==> config.mk <==
export PLATFORM = sky130hd
export DESIGN_NAME = sensor_to_midi_note_sequencer
export DESIGN_NICKNAME = d
export VERILOG_FILES = /design/src/hw/rtl/smns_pkg.sv /design/src/hw/rtl/sensor_to_midi_note_sequencer.sv
export SDC_FILE = /design/constraint.sdc
export NUM_CORES = 1
export LEC_CHECK = 0
export BUFFER_PORTS_ARGS = -buffer_cell sky130_fd_sc_hd__buf_2
export CORE_MARGIN = 2
export CORE_UTILIZATION = 40
export DETAILED_ROUTE_END_ITERATION = 10
export PLACE_DENSITY = 0.56
export SLEW_MARGIN = 20
export SYNTH_ARGS = -nofsm -noshare
export SYNTH_HDL_FRONTEND = slang
export SYNTH_SLANG_ARGS = --single-unit
export TNS_END_PERCENT = 5
==> constraint.sdc <==
create_clock -name clk -period 17.4 [get_ports clk]
set_input_delay 2.61 -clock clk [delete_from_list [all_inputs] [get_ports clk]]
set_output_delay 2.61 -clock clk [all_outputs]
set_load 0.005 [all_outputs]
==> src/hw/rtl/smns_pkg.sv <==
// Package for the sensor-to-MIDI note sequencer.
// Holds the item types, register indexes, reset values and message codes.
// Used by sensor_to_midi_note_sequencer and tb_top; depends on nothing.
package smns_pkg;

  // Register indexes of the configuration port.
  localparam logic [2:0] REG_ON_THRESHOLD       = 3'd0;
  localparam logic [2:0] REG_OFF_THRESHOLD      = 3'd1;
  localparam logic [2:0] REG_HOLD_TICKS         = 3'd2;
  localparam logic [2:0] REG_NOTE_VELOCITY      = 3'd3;
  localparam logic [2:0] REG_BEND_WEIGHT        = 3'd4;
  localparam logic [2:0] REG_BEND_PER_TONE      = 3'd5;
  localparam logic [2:0] REG_BEND_PER_FINE_STEP = 3'd6;

  localparam int CFG_INDEX_W = 3;
  localparam int CFG_DATA_W  = 10;

  // Register reset values.
  localparam logic [6:0] ON_THRESHOLD_RST       = 7'd32;
  localparam logic [6:0] OFF_THRESHOLD_RST      = 7'd16;
  localparam logic [7:0] HOLD_TICKS_RST         = 8'd10;
  localparam logic [6:0] NOTE_VELOCITY_RST      = 7'd96;
  localparam logic [4:0] BEND_WEIGHT_RST        = 5'd8;
  localparam logic [9:0] BEND_PER_TONE_RST      = 10'd341;
  localparam logic [7:0] BEND_PER_FINE_STEP_RST = 8'd43;

  // Input operations.
  localparam logic OP_TICK = 1'b0;
  localparam logic OP_POLL = 1'b1;

  // Message codes.
  localparam logic [3:0] CIN_NOTE_ON     = 4'd9;
  localparam logic [3:0] CIN_CTRL        = 4'd11;
  localparam logic [3:0] CIN_BEND        = 4'd14;
  localparam logic [7:0] ST_NOTE_ON      = 8'h90;
  localparam logic [7:0] ST_CTRL         = 8'hB0;
  localparam logic [7:0] ST_BEND         = 8'hE0;
  localparam logic [6:0] CTRL_EXPRESSION = 7'h0B;

  // Bend arithmetic.
  localparam logic signed [25:0] BEND_CENTER = 26'sd8192;
  localparam logic [13:0]        BEND_MAX    = 14'h3FFF;
  localparam logic [4:0]         WEIGHT_FULL = 5'd16;

  // Start sequence phases.
  localparam logic [1:0] PHASE_CTRL = 2'd0;
  localparam logic [1:0] PHASE_BEND = 2'd1;
  localparam logic [1:0] PHASE_NOTE = 2'd2;

  typedef struct packed {
    logic              operation;
    logic [6:0]        tone;
    logic signed [7:0] fine_pitch;
    logic [6:0]        expression;
    logic              tx_busy;
  } smns_in_t;

  typedef struct packed {
    logic [3:0] code_index;
    logic [7:0] status_byte;
    logic [6:0] data_first;
    logic [6:0] data_second;
  } smns_out_t;

  // Sequencer states.
  typedef enum logic [2:0] {
    ST_IDLE,
    ST_FINE,
    ST_TONE,
    ST_CLAMP,
    ST_WNEW,
    ST_WOLD,
    ST_DONE
  } smns_state_t;

endpackage

==> src/hw/rtl/sensor_to_midi_note_sequencer.sv <==
// Top level of the sensor-to-MIDI note sequencer.
// Depends on smns_pkg for item types, register indexes and message codes.
//
// Usage: the input channel (in_valid, in_stall, in_item) carries one item per
// tick or sensor poll. The output channel (out_valid, out_stall, out_item)
// carries zero or one MIDI message per item. The user writes registers through
// cfg_we, cfg_index and cfg_data only while the block is idle; the block itself
// does not enforce this. A tick item is handled in the idle state as it is
// accepted, and so is a poll while the hold counter is nonzero. A poll that
// finds the counter at zero runs through one shared signed multiplier and
// accumulator. While a note sounds the steps are fine bend, tone bend, clamp,
// the two smoothing products and a decision step, after which any message is
// registered and the block returns to idle for the next item. With no note
// sounding only fine bend, clamp and decision run. The block takes one item
// at a time and raises in_stall while a poll is in progress.
// A result sits in an output register; the next item is accepted while it
// waits, and the decision step holds only if a new message would overwrite
// a message still stalled at the output.
// Reset (rst, synchronous) clears the sequence state and restores the
// register defaults; no clearing pass is needed.
module sensor_to_midi_note_sequencer
  import smns_pkg::*;
(
  input  logic                   clk,
  input  logic                   rst,
  input  logic                   in_valid,
  output logic                   in_stall,
  input  smns_in_t               in_item,
  output logic                   out_valid,
  input  logic                   out_stall,
  output smns_out_t              out_item,
  input  logic                   cfg_we,
  input  logic [CFG_INDEX_W-1:0] cfg_index,
  input  logic [CFG_DATA_W-1:0]  cfg_data
);

  // Configuration registers.
  logic [6:0] on_threshold;
  logic [6:0] off_threshold;
  logic [7:0] hold_ticks;
  logic [6:0] note_velocity;
  logic [4:0] bend_weight;
  logic [9:0] bend_per_tone;
  logic [7:0] bend_per_fine_step;

  // Sequence state.
  logic [7:0]  tick_count, tick_count_next;
  logic        note_active, note_active_next;
  logic [1:0]  start_phase, start_phase_next;
  logic [6:0]  held_note, held_note_next;
  logic [13:0] held_bend, held_bend_next;
  logic [6:0]  held_expression, held_expression_next;

  smns_state_t state, state_next;
  smns_in_t    item;
  logic signed [25:0] acc;
  logic [13:0] target;

  logic signed [14:0] mul_a;
  logic signed [10:0] mul_b;
  logic signed [25:0] prod;
  logic [4:0]  weight;
  logic [4:0]  weight_inv;
  logic signed [7:0] tone_diff;
  logic [13:0] smooth;
  logic        in_take;
  logic        res_valid;
  smns_out_t   res_item;
  logic        done_go;

  assign in_take    = in_valid && !in_stall;
  assign weight     = (bend_weight > WEIGHT_FULL) ? WEIGHT_FULL : bend_weight;
  assign weight_inv = WEIGHT_FULL - weight;
  assign tone_diff  = $signed({1'b0, item.tone}) - $signed({1'b0, held_note});
  assign prod       = mul_a * mul_b;
  assign smooth     = acc[17:4];
  assign done_go    = (state == ST_DONE) && (!res_valid || !out_valid || !out_stall);

  // Configuration writes.
  always_ff @(posedge clk) begin
    if (rst) begin
      on_threshold       <= ON_THRESHOLD_RST;
      off_threshold      <= OFF_THRESHOLD_RST;
      hold_ticks         <= HOLD_TICKS_RST;
      note_velocity      <= NOTE_VELOCITY_RST;
      bend_weight        <= BEND_WEIGHT_RST;
      bend_per_tone      <= BEND_PER_TONE_RST;
      bend_per_fine_step <= BEND_PER_FINE_STEP_RST;
    end else if (cfg_we) begin
      case (cfg_index)
        REG_ON_THRESHOLD:       on_threshold       <= cfg_data[6:0];
        REG_OFF_THRESHOLD:      off_threshold      <= cfg_data[6:0];
        REG_HOLD_TICKS:         hold_ticks         <= cfg_data[7:0];
        REG_NOTE_VELOCITY:      note_velocity      <= cfg_data[6:0];
        REG_BEND_WEIGHT:        bend_weight        <= cfg_data[4:0];
        REG_BEND_PER_TONE:      bend_per_tone      <= cfg_data[9:0];
        REG_BEND_PER_FINE_STEP: bend_per_fine_step <= cfg_data[7:0];
        default: ;
      endcase
    end
  end

  // Next state of the sequencer.
  always_comb begin
    state_next = state;
    case (state)
      ST_IDLE: begin
        if (in_take && in_item.operation == OP_POLL && tick_count == 8'd0) begin
          state_next = ST_FINE;
        end
      end
      ST_FINE:  state_next = note_active ? ST_TONE : ST_CLAMP;
      ST_TONE:  state_next = ST_CLAMP;
      ST_CLAMP: state_next = note_active ? ST_WNEW : ST_DONE;
      ST_WNEW:  state_next = ST_WOLD;
      ST_WOLD:  state_next = ST_DONE;
      ST_DONE: begin
        if (done_go) begin
          state_next = ST_IDLE;
        end
      end
      default:  state_next = ST_IDLE;
    endcase
  end

  // Multiplier operands and input stall by state.
  always_comb begin
    in_stall = (state != ST_IDLE);
    mul_a    = '0;
    mul_b    = '0;
    case (state)
      ST_FINE: begin
        mul_a = 15'(item.fine_pitch);
        mul_b = $signed({3'b000, bend_per_fine_step});
      end
      ST_TONE: begin
        mul_a = 15'(tone_diff);
        mul_b = $signed({1'b0, bend_per_tone});
      end
      ST_WNEW: begin
        mul_a = $signed({1'b0, target});
        mul_b = $signed({6'b000000, weight});
      end
      ST_WOLD: begin
        mul_a = $signed({1'b0, held_bend});
        mul_b = $signed({6'b000000, weight_inv});
      end
      default: ;
    endcase
  end

  // Decision step: chosen message and state updates; in idle, the tick decrement.
  always_comb begin
    res_valid            = 1'b0;
    res_item             = '0;
    tick_count_next      = tick_count;
    note_active_next     = note_active;
    start_phase_next     = start_phase;
    held_note_next       = held_note;
    held_bend_next       = held_bend;
    held_expression_next = held_expression;
    if (state == ST_IDLE) begin
      if (in_take && in_item.operation == OP_TICK && tick_count != 8'd0) begin
        tick_count_next = tick_count - 8'd1;
      end
    end else if (state == ST_DONE) begin
      if (!note_active) begin
        if (item.expression > on_threshold) begin
          tick_count_next = hold_ticks;
          if (start_phase == PHASE_CTRL) begin
            held_note_next       = item.tone;
            held_bend_next       = target;
            held_expression_next = item.expression;
            start_phase_next     = PHASE_BEND;
            res_valid            = !item.tx_busy;
            res_item = '{CIN_CTRL, ST_CTRL, CTRL_EXPRESSION, item.expression};
          end else if (start_phase == PHASE_BEND) begin
            start_phase_next = PHASE_NOTE;
            res_valid        = !item.tx_busy;
            res_item = '{CIN_BEND, ST_BEND, held_bend[6:0], held_bend[13:7]};
          end else begin
            note_active_next = 1'b1;
            start_phase_next = PHASE_CTRL;
            res_valid        = !item.tx_busy;
            res_item = '{CIN_NOTE_ON, ST_NOTE_ON, held_note, note_velocity};
          end
        end
      end else if (item.expression < off_threshold) begin
        // The note ends; the hold counter is not reloaded.
        note_active_next = 1'b0;
        res_valid        = !item.tx_busy;
        res_item         = '{CIN_NOTE_ON, ST_NOTE_ON, held_note, 7'd0};
      end else begin
        tick_count_next      = hold_ticks;
        held_bend_next       = smooth;
        held_expression_next = item.expression;
        res_valid            = !item.tx_busy;
        if (item.expression != held_expression) begin
          res_item = '{CIN_CTRL, ST_CTRL, CTRL_EXPRESSION, item.expression};
        end else begin
          res_item = '{CIN_BEND, ST_BEND, smooth[6:0], smooth[13:7]};
        end
      end
    end
  end

  // Control state and held sequence state.
  always_ff @(posedge clk) begin
    if (rst) begin
      state           <= ST_IDLE;
      tick_count      <= '0;
      note_active     <= 1'b0;
      start_phase     <= PHASE_CTRL;
      held_note       <= '0;
      held_bend       <= '0;
      held_expression <= '0;
    end else begin
      state <= state_next;
      if (state == ST_IDLE || done_go) begin
        tick_count      <= tick_count_next;
        note_active     <= note_active_next;
        start_phase     <= start_phase_next;
        held_note       <= held_note_next;
        held_bend       <= held_bend_next;
        held_expression <= held_expression_next;
      end
    end
  end

  // Latched item, accumulator and clamped bend target.
  always_ff @(posedge clk) begin
    if (in_take) begin
      item <= in_item;
    end
    case (state)
      ST_FINE:  acc <= BEND_CENTER + prod;
      ST_TONE:  acc <= acc + prod;
      ST_CLAMP: begin
        acc <= '0;
        if (acc[25]) begin
          target <= '0;
        end else if (|acc[24:14]) begin
          target <= BEND_MAX;
        end else begin
          target <= acc[13:0];
        end
      end
      ST_WNEW:  acc <= prod;
      ST_WOLD:  acc <= acc + prod;
      default: ;
    endcase
  end

  // Output register.
  always_ff @(posedge clk) begin
    if (rst) begin
      out_valid <= 1'b0;
    end else if (done_go && res_valid) begin
      out_valid <= 1'b1;
    end else if (!out_stall) begin
      out_valid <= 1'b0;
    end
    if (done_go && res_valid) begin
      out_item <= res_item;
    end
  end

`ifndef SYNTHESIS
  a_phase_only_off: assert property (@(posedge clk) disable iff (rst)
    start_phase != PHASE_CTRL |-> !note_active)
    else $error("start phase advanced while a note sounds");

  a_note_start: assert property (@(posedge clk) disable iff (rst)
    $rose(note_active) |-> $past(start_phase) != PHASE_CTRL && $past(start_phase) != PHASE_BEND)
    else $error("note started before the bend phase");

  a_tick_change: assert property (@(posedge clk) disable iff (rst)
    !$past(rst) && tick_count != $past(tick_count)
      |-> tick_count == $past(tick_count) - 8'd1 || tick_count == $past(hold_ticks))
    else $error("hold counter moved other than by decrement or reload");

  a_no_overwrite: assert property (@(posedge clk) disable iff (rst)
    state == ST_DONE && res_valid && out_valid && out_stall |=> state == ST_DONE)
    else $error("decision step left while a stalled message waits");
`endif

endmodule

==> run_results.csv, run 1 <==
group,metric,value,unit
yosys,synth_area,16350,sq um
sta,slew_headroom,0.2880,
worst_setup_path,end_kind,"flop",
pwr,leakagePower,7.674,nW
worst_setup_path,cp-startpoint,"state[0]",
final_layout,nFillCells,3922,
yosys,synth_common_cells,"235 x inv_1, 209 x nand2_1, 177 x nor2_1, 139 x fa_1, 115 x a21oi_1",
clock_network,postCtsSetupBuffers,0,
yosys,synthArstFlopShare,0,
global_routing,grt_overflow,0,
worst_setup_path,cpMostUsedCell,"fa_1",
yosys,syn_area_per_cell,8.964,sq um
place,place_worst_setup_slack,7.816,ns
yosys,ys_types,96,
sta,hold_viol,0,
worst_hold_path,hold_path_startpoint,"hold_ticks[2]",
place,place_congestion,0.8861,
yosys,yosysWarnings,0,
route,drtIter0Drc,1007,
route,wirelength,45870,um
worst_setup_path,slowest_stage,"and2_1",
global_routing,antenna_found_initial,0,
pwr,combPwrFrac,0.672,
global_routing,first_global_vias,13240,
final_layout,area_growth,8.930,%
sta,slew_violations,0,
pwr,internal-power,1.580,mW
worst_setup_path,rr_startpoint,"state[0]",
die,io_pins,70,
sta,rsz0062_at_grt,"no",
route,antenna_left,0,
global_routing,grt.total_usage,0.2240,
global_routing,grt_start_max_net_pins,76,
pwr,power_frac_seq,0.202,
yosys,synth_most_common_cell,"inv_1",
clock_network,cts.sinks,176,
job,drv_cap,0,
place,dp_hpwl,35510,um
clock_network,path_clk_slew,0.08,ns
die,die_h,206.2,um
route,drc,0,
worst_setup_path,slowest_delay,0.75,ns
die,fp-row-count,74,
worst_setup_path,required,17.61,ns
yosys,ys_top_cells_by_area,"fa_1 17%, edfxtp_1 15%, dfxtp_1 12%",
yosys,ys_seq_area_frac,0.2651,
clock_network,cts.hold.buffers_added,0,
sta,fmax,102.9,MHz
die,start_util,0.4032,
pwr,vdd_drop_max,0.00008710,V
worst_setup_path,crit_arrival,9.93,ns
sta,final.setup.tns,0,ns
sta,clock_skew,0.01520,ns
final_layout,drive_gt1_frac,0.09567,
sta,setup_slack,7.682,ns
clock_network,cts_tree,"done",
final_layout,fin_util,0.4392,
clock_network,clock_path_buffers,2,
worst_setup_path,cp_max_fo,32,
pwr,power_switching_share,0.5051,
clock_network,cts_max_level,4,
pwr,p_sw,1.612,mW
die,core-area,40550,sq um
die,design.die.area,42510,sq um
sta,tightest_slew,1.067,ns
yosys,synth_top_area_frac,0.1702,
final_layout,n_antenna_cell,0,
route,vias_per_cell,5.469,
global_routing,grt_first_pass_wirelength,73220,um
clock_network,cts_buffers,17,
sta,fin_crit,9.718,ns
clock_network,clockRootBuffer,"clkbuf_16",
route,firstDrtPassIters,5,
yosys,synth_edf_count,81,
pwr,powerDensity,179.2,nW/um^2
worst_setup_path,cp-start-kind,"flop",
route,vias,13140,
die,die_w,206.2,um
worst_hold_path,hp-class,"reg -> reg",
route,wl_per_cell,19.09,um
sta,post-route-period-util,0.5585,
yosys,yosysTopAreaCell,"fa_1",
yosys,synth-seq-cells,176,
clock_network,cts-resized-gates,0,
status,outcome,"finished clean",
pwr,power_frac_clock,0.126,
place,portBuffers,65,
sta,setup_violations,0,
worst_setup_path,worstSetupPathType,"reg -> reg",
final_layout,fin_nets,2147,
clock_network,clock_latency,0.46,ns
yosys,synth_cells,1824,
yosys,ys.flop_type,"dfxtp_1",
registers in the layout (all words and copies together) (netlist names):
name	count
out_item	18
hold_ticks	8
on_threshold	7
bend_per_tone	10
off_threshold	7
note_active	1
item	23
note_velocity	7
bend_weight	5
acc	26
tick_count	8
out_valid	1
target	14
bend_per_fine_step	8
held_bend	14
held_expression	7
held_note	7
state	3
start_phase	2
per-layer routing:
layer | global-route usage | vias up | share of wire
li1 | - | 6258 | -
met1 | 0.3013 | 6446 | 0.45
met4 | 0.06480 | 0 | 0.023
met5 | 0 | - | 0
met2 | 0.3739 | 367 | 0.47
met3 | 0.03280 | 72 | 0.052
logic make-up after synthesis:
kind of cell,after synthesis,share of synthesized area
multiplexers,81,0.04997
XOR/XNOR,65,0.03887
flip-flops,176,0.2651
AO/OA/AOI/OAI,393,0.1638
buffers and inverters,314,0.07721
other,1,0.0002293
AND/OR/NAND/NOR,547,0.1521
adder cells (fa/ha/maj),247,0.2528
per-stage QoR:
stage          power (mW)  instance area [sq um]  hold WS, ns  cells
3_5_place_dp        2.758                  17190       0.4530   2370
3_3_place_gp        2.733                  17190       0.4445   2370
6_report            3.193                  17810       0.4627   2403
4_1_cts             3.189                  17800       0.4638   2402
5_1_grt             3.463                  17810       0.4932   2403
2_1_floorplan       2.232                  16360       0.4360   1827
power groups by stage:
| stage | Clock, mW | Combinational [mW] | Sequential [mW] |
|---|---|---|---|
| 2_1_floorplan | 0 | 1.64 | 0.593 |
| 4_1_cts | 0.414 | 2.13 | 0.642 |
| 3_5_place_dp | 0 | 2.11 | 0.651 |
| 3_3_place_gp | 0 | 2.08 | 0.652 |
| 6_report | 0.403 | 2.15 | 0.644 |
| 5_1_grt | 0.428 | 2.38 | 0.651 |
final timing paths:
| check | endpoint | cells past startpoint | slack [ns] |
|---|---|---|---|
| worst max register to register | acc[23] | 30 | 7.68 |
| worst min register to register | hold_ticks[2] | 2 | 0.46 |
| worst max-delay path | acc[23] | 30 | 7.68 |
| worst min-delay path | hold_ticks[2] | 2 | 0.46 |
worst max-delay path: cells and delay by family, from the launching register on:
kind | cells | cell delay, ns
AOI/OAI and AO/OA | 7 | 1.74
xor gates and xnor gates | 1 | 0.19
adders and majority gates | 7 | 3.26
buffers and inverters | 6 | 1.03
DFF | 1 | 0.32
and+or+nand+nor | 9 | 2.89
cell usage in the layout (no fill, tap or decap), types with 5 or more instances in the layout:
cell type / n
xnor2_1: 39
a221o_1: 7
and3_1: 24
a221oi_1: 17
o21bai_1: 8
edfxtp_1: 81
o21ai_0: 54
mux2i_1: 76
a21oi_2: 5
o221ai_1: 5
o21a_1: 11
clkbuf_16: 20
fa_1: 139
o211ai_1: 11
nor3_1: 18
mux2_2: 5
inv_1: 235
a211oi_1: 16
buf_2: 65
o22ai_1: 16
a211o_1: 9
nand2b_1: 17
or3_1: 5
dfxtp_1: 94
o21ai_1: 5
and2_1: 11
o22a_1: 8
a21oi_1: 114
nor2_1: 176
nand2_1: 209
xor2_1: 21
buf_4: 25
ha_1: 108
a21o_1: 29
a22oi_1: 28
nand4_1: 9
nand3_1: 27
nor2b_1: 15
a31oi_1: 16
cell type report:
cell class | instances | area [sq um] | share of cell area
Timing Repair Buffer | 90 | 513.0 | 0.02880
Multi-Input combinational cell | 1337 | 10800 | 0.6061
Clock inverter | 11 | 111.4 | 0.006252
Inverter | 236 | 885.9 | 0.04974
Clock buffer | 21 | 504.2 | 0.02831
Tap cell | 532 | 665.6 | 0.03737
Sequential cell | 176 | 4335 | 0.2434
(Power assumes the default switching activity.)
==> inputs of run 2 (changes only) <==
- clock period: 17.4 -> 9.8 ns (I/O delays scaled with it)
==> run_results.csv, run 2 (synthesis gave the netlist of run 1 again) <==
group,metric,value,unit
worst_setup_path,reg2reg_slack,0.54,ns
route,drtIter0Drc,943,
global_routing,grt_overflow,0,
place,portBuffers,65,
sta,slew_headroom,0.1770,
worst_setup_path,cp_max_fo,26,
die,start_util,0.4032,
place,place_congestion,0.9068,
route,wl_per_cell,19.29,um
pwr,p_total,5.677,mW
final_layout,area_growth,9.527,%
clock_network,cts.sinks,176,
sta,post-route-period-util,0.9446,
sta,slew_violations,0,
final_layout,regArea,4335,sq um
job,drv_cap,0,
global_routing,grt.total_usage,0.2282,
sta,final.setup.tns,0,ns
worst_setup_path,crit_arrival,9.47,ns
final_layout,largest_reg_flops,26,
pwr,vdd_drop_max,0.0001496,V
worst_setup_path,end_kind,"flop",
route,drc,0,
sta,clock_skew,0.02396,ns
worst_setup_path,slowest_delay,0.97,ns
worst_setup_path,cp-startpoint,"held_note[1]",
sta,tightest_slew,1.235,ns
pwr,powerDensity,317.0,nW/um^2
status,outcome,"finished clean",
die,fp-row-count,74,
route,antenna_left,0,
final_layout,top_register,"acc",
worst_setup_path,crit_end,"acc[23]",
place,dp.cells,2378,
sta,hold_viol,0,
worst_setup_path,critPathBufInv,6,
sta,hold-worst-slack,0.4602,ns
final_layout,nFillCells,3996,
sta,rsz0062_at_grt,"no",
final_layout,final_common_cell,"inv_1",
sta,fin_crit,9.257,ns
final_layout,fin_nets,2155,
die,core-area,40550,sq um
worst_setup_path,worstSetupPathType,"reg -> reg",
final_layout,fin_cells,2411,
final_layout,multiInputGateArea,10810,sq um
clock_network,clockRootBuffer,"clkbuf_16",
clock_network,clock_latency,0.47,ns
route,vias_per_cell,5.455,
worst_setup_path,rr_startpoint,"held_note[1]",
die,design.die.area,42510,sq um
worst_setup_path,worst-r2r-cell-count,35,
final_layout,top_regs,"acc: 26 flops, item: 23 flops, out_item: 18 flops",
worst_hold_path,hp-class,"reg -> reg",
worst_setup_path,reg2reg_to,"acc[23]",
sta,setup_slack,0.5425,ns
final_layout,fin_util,0.4416,
global_routing,grt_first_pass_wirelength,74540,um
clock_network,cts_tree,"done",
global_routing,antenna_found_initial,0,
pwr,leakagePower,7.723,nW
clock_network,cts_buffers,17,
route,firstDrtPassIters,6,
clock_network,cts_max_level,4,
final_layout,drive_gt1_frac,0.1022,
place,place_worst_setup_slack,0.4905,ns
clock_network,path_clk_slew,0.08,ns
place,placed_cell_area,17250,sq um
die,die_w,206.2,um
place,dp_hpwl,36540,um
worst_setup_path,cp-start-kind,"flop",
final_layout,n_antenna_cell,0,
final_layout,final_cell_mix,"235 x inv_1, 209 x nand2_1, 176 x nor2_1, 139 x fa_1, 114 x a21oi_1",
worst_setup_path,cp.depth,35,
clock_network,clock_path_buffers,2,
worst_setup_path,crit_family,"adder cells",
final_layout,final_area,17910,sq um
worst_setup_path,slowest_stage,"a221oi_1",
global_routing,first_global_vias,13450,
die,die_h,206.2,um
sta,setup_violations,0,
global_routing,grt_start_max_net_pins,76,
sta,fmax,108.0,MHz
die,io_pins,70,
route,wirelength,46510,um
route,vias,13150,
worst_setup_path,required,10.01,ns
[run 2: changes by cell type in the layout (fill, tap and decap cells not counted), sizes merged]
cell / change
buf: +8
clkbuf: -3
clkinv: +2
inv: +1
[run 2: how the worst min path moves through the flow]
stage,startpoint,end,cells after the start
final,hold_ticks[4],hold_ticks[4],2
after global placement,hold_ticks[7],hold_ticks[7],2
after detailed placement,hold_ticks[7],hold_ticks[7],2
after global routing,hold_ticks[4],hold_ticks[4],2
after CTS,hold_ticks[7],hold_ticks[7],2
after floorplan,bend_per_fine_step[2],bend_per_fine_step[2],2
[run 2: cell type report]
cell class              count  share of cell area
clock buffers              18             0.02515
clock inverters            14            0.008943
inverters                 236             0.04947
multi-input cells        1337              0.6039
flip-flops and latches    176              0.2421
well taps                 532             0.03717
repair buffers             98             0.03333
[run 2: worst reg2reg max path: cells and delay by family, from the launching register on]
kind	cells	cell delay, ns
DFF	1	0.38
adders and majority gates	8	3.42
xor gates and xnor gates	2	0.45
AOI/OAI and AO/OA	14	3.25
and+or+nand+nor	5	0.80
buffers and inverters	6	0.70
[run 2: power by group]
part           internal, mW  leakage, nW  switching [mW]
Sequential            0.974         1.53           0.190
Combinational          1.47         5.90            2.32
Clock                 0.359        0.295           0.366
[run 2: what timing repair did]
item,CTS,global route
setup endpoints to repair,0,2
hold buffers,0,0
gates resized for setup,0,6
buffers inserted,0,0
[run 2: routing by layer]
metal / vias up / routed length [um] / track usage
met5: - / 0 / 0
li1: 6287 / - / -
met4: 0 / 759 / 0.05714
met1: 6431 / 20720 / 0.3048
met2: 381 / 21810 / 0.3773
met3: 54 / 3214 / 0.04715
==> inputs of run 3 (changes only) <==
- PLACE_DENSITY: 0.56 -> 0.58
- clock period: 9.8 -> 7.55 ns (I/O delays scaled with it)
==> run_results.csv, run 3 (synthesis gave the netlist of run 1 again) <==
group,metric,value,unit
status,outcome,"complete, but fails checks",
status,violations,"setup timing",
worst_setup_path,worstSetupPathType,"reg -> reg",
sta,hold-worst-slack,0.4608,ns
worst_setup_path,reg2reg_slack,-1.02,ns
global_routing,grt_start_max_net_pins,56,
final_layout,nFillCells,3851,
sta,setup_slack,-1.020,ns
clock_network,cts_tree,"done",
pwr,powerDensity,445.6,nW/um^2
worst_setup_path,crit_arrival,8.78,ns
global_routing,grt_overflow,0,
sta,setup_violations,14,
sta,clock_skew,0.01035,ns
route,wirelength,48550,um
route,drtIter0Drc,985,
pwr,internal-power,4.830,mW
pwr,p_total,9.019,mW
pwr,power_switching_share,0.4645,
die,design.die.area,42510,sq um
place,dp.cells,2621,
worst_setup_path,cp_max_fo,6,
route,firstDrtPassIters,6,
final_layout,area_growth,23.80,%
clock_network,clock_path_buffers,2,
final_layout,drive_gt1_frac,0.2371,
sta,tightest_slew,1.144,ns
route,vias,14140,
final_layout,fin_util,0.4991,
final_layout,fin_cells,2670,
pwr,power_frac_clock,0.104,
worst_hold_path,hold_path_startpoint,"bend_per_fine_step[4]",
global_routing,antenna_found_initial,0,
clock_network,clock_latency,0.46,ns
worst_hold_path,holdPathEnd,"bend_per_fine_step[4]",
pwr,leakagePower,9.071,nW
pwr,combPwrFrac,0.731,
route,vias_per_cell,5.297,
final_layout,final_cell_mix,"282 x buf_4, 231 x inv_1, 207 x nand2_1, 170 x nor2_1, 135 x fa_1",
worst_setup_path,cp.depth,37,
sta,final.setup.tns,-9.557,ns
final_layout,n_antenna_cell,0,
die,core-area,40550,sq um
worst_setup_path,slowest_delay,0.53,ns
worst_setup_path,cp-start-kind,"flop",
final_layout,largest_reg_flops,26,
sta,fmax,116.7,MHz
clock_network,cts_buffers,17,
die,die_h,206.2,um
sta,slew_violations,0,
die,die_w,206.2,um
final_layout,final_common_cell,"buf_4",
worst_setup_path,slowest_stage,"fa_1",
route,wl_per_cell,18.18,um
final_layout,top_register,"acc",
final_layout,multiInputGateArea,11170,sq um
clock_network,cts.hold.buffers_added,0,
clock_network,clockRootBuffer,"clkbuf_16",
final_layout,regArea,4335,sq um
final_layout,top_regs,"acc: 26 flops, item: 23 flops, out_item: 18 flops",
worst_setup_path,rr_startpoint,"item[17]",
route,drc,0,
clock_network,cts.sinks,176,
sta,slew_headroom,0.2316,
sta,hold_viol,0,
route,antenna_left,0,
sta,rsz0062_at_grt,"yes",
place,place_congestion,0.8751,
place,dp_hpwl,38440,um
global_routing,grt_first_pass_wirelength,77830,um
worst_setup_path,cpMostUsedCell,"fa_1",
pwr,p_sw,4.189,mW
worst_setup_path,worst-r2r-cell-count,37,
pwr,power_frac_seq,0.165,
job,drv_cap,0,
clock_network,path_clk_slew,0.08,ns
global_routing,first_global_vias,14490,
pwr,vdd_drop_max,0.0003621,V
worst_setup_path,reg2reg_to,"acc[25]",
worst_hold_path,hp-class,"reg -> reg",
worst_setup_path,critPathBufInv,7,
final_layout,fin_nets,2414,
worst_setup_path,required,7.76,ns
clock_network,cts_max_level,4,
place,portBuffers,65,
sta,post-route-period-util,1.135,
worst_setup_path,end_kind,"flop",
sta,fin_crit,8.570,ns
die,io_pins,70,
die,start_util,0.4032,
global_routing,grt.total_usage,0.2371,
worst_setup_path,crit_family,"adder cells",
worst_hold_path,hold_depth,2,
die,fp-row-count,74,
run 3: metal layers:
metal / track usage / wire (um) / vias up
li1: - / - / 6793
met1: 0.3159 / 21720 / 6915
met2: 0.3938 / 23130 / 359
met3: 0.04352 / 2513 / 75
met4: 0.06709 / 1182 / 0
met5: 0 / 0 / -
run 3: cell type report:
class / count / area share
inverters: 236 / 0.04376
well taps: 532 / 0.03288
clock inverters: 14 / 0.008654
clock buffers: 18 / 0.02120
repair buffers: 357 / 0.1275
flip-flops and latches: 176 / 0.2142
multi-input cells: 1337 / 0.5518
run 3: what timing repair did:
| action | CTS | global route |
|---|---|---|
| resized for setup | 28 | 46 |
| pin swaps | 26 | 34 |
| gates cloned | 0 | 1 |
| setup buffers | 10 | 6 |
| setup endpoints to repair | 14 | 16 |
run 3: worst max path at each step:
stage                        start       to  slack, ns
after floorplan           item[17]  acc[23]      -0.75
after global placement    item[16]  acc[23]      -1.03
after detailed placement  item[16]  acc[23]      -1.15
after CTS                 item[17]  acc[23]      -0.99
after global routing      item[17]  acc[25]      -1.47
final                     item[17]  acc[25]      -1.02
run 3: power by group through the flow:
stage               Combinational (mW)  Clock (mW)  Sequential [mW]
finish                            6.59       0.935             1.49
global route                      7.26       0.992             1.51
CTS                               6.33       0.955             1.48
detailed placement                6.12           0             1.50
global placement                  6.07           0             1.50
floorplan                         3.82           0             1.37
run 3: per-stage QoR:
stage	area (sq um)	setup WS, ns
floorplan	16420	-0.7545
global placement	19160	-1.031
detailed placement	19160	-1.149
CTS	19940	-0.9940
global route	20240	-1.466
finish	20240	-1.020
run 3: tightest hold or removal path, stage by stage (launching register included):
cell and delay [ns]:
dfxtp_1 0.31, nand2_1 0.05, a21oi_1 0.05
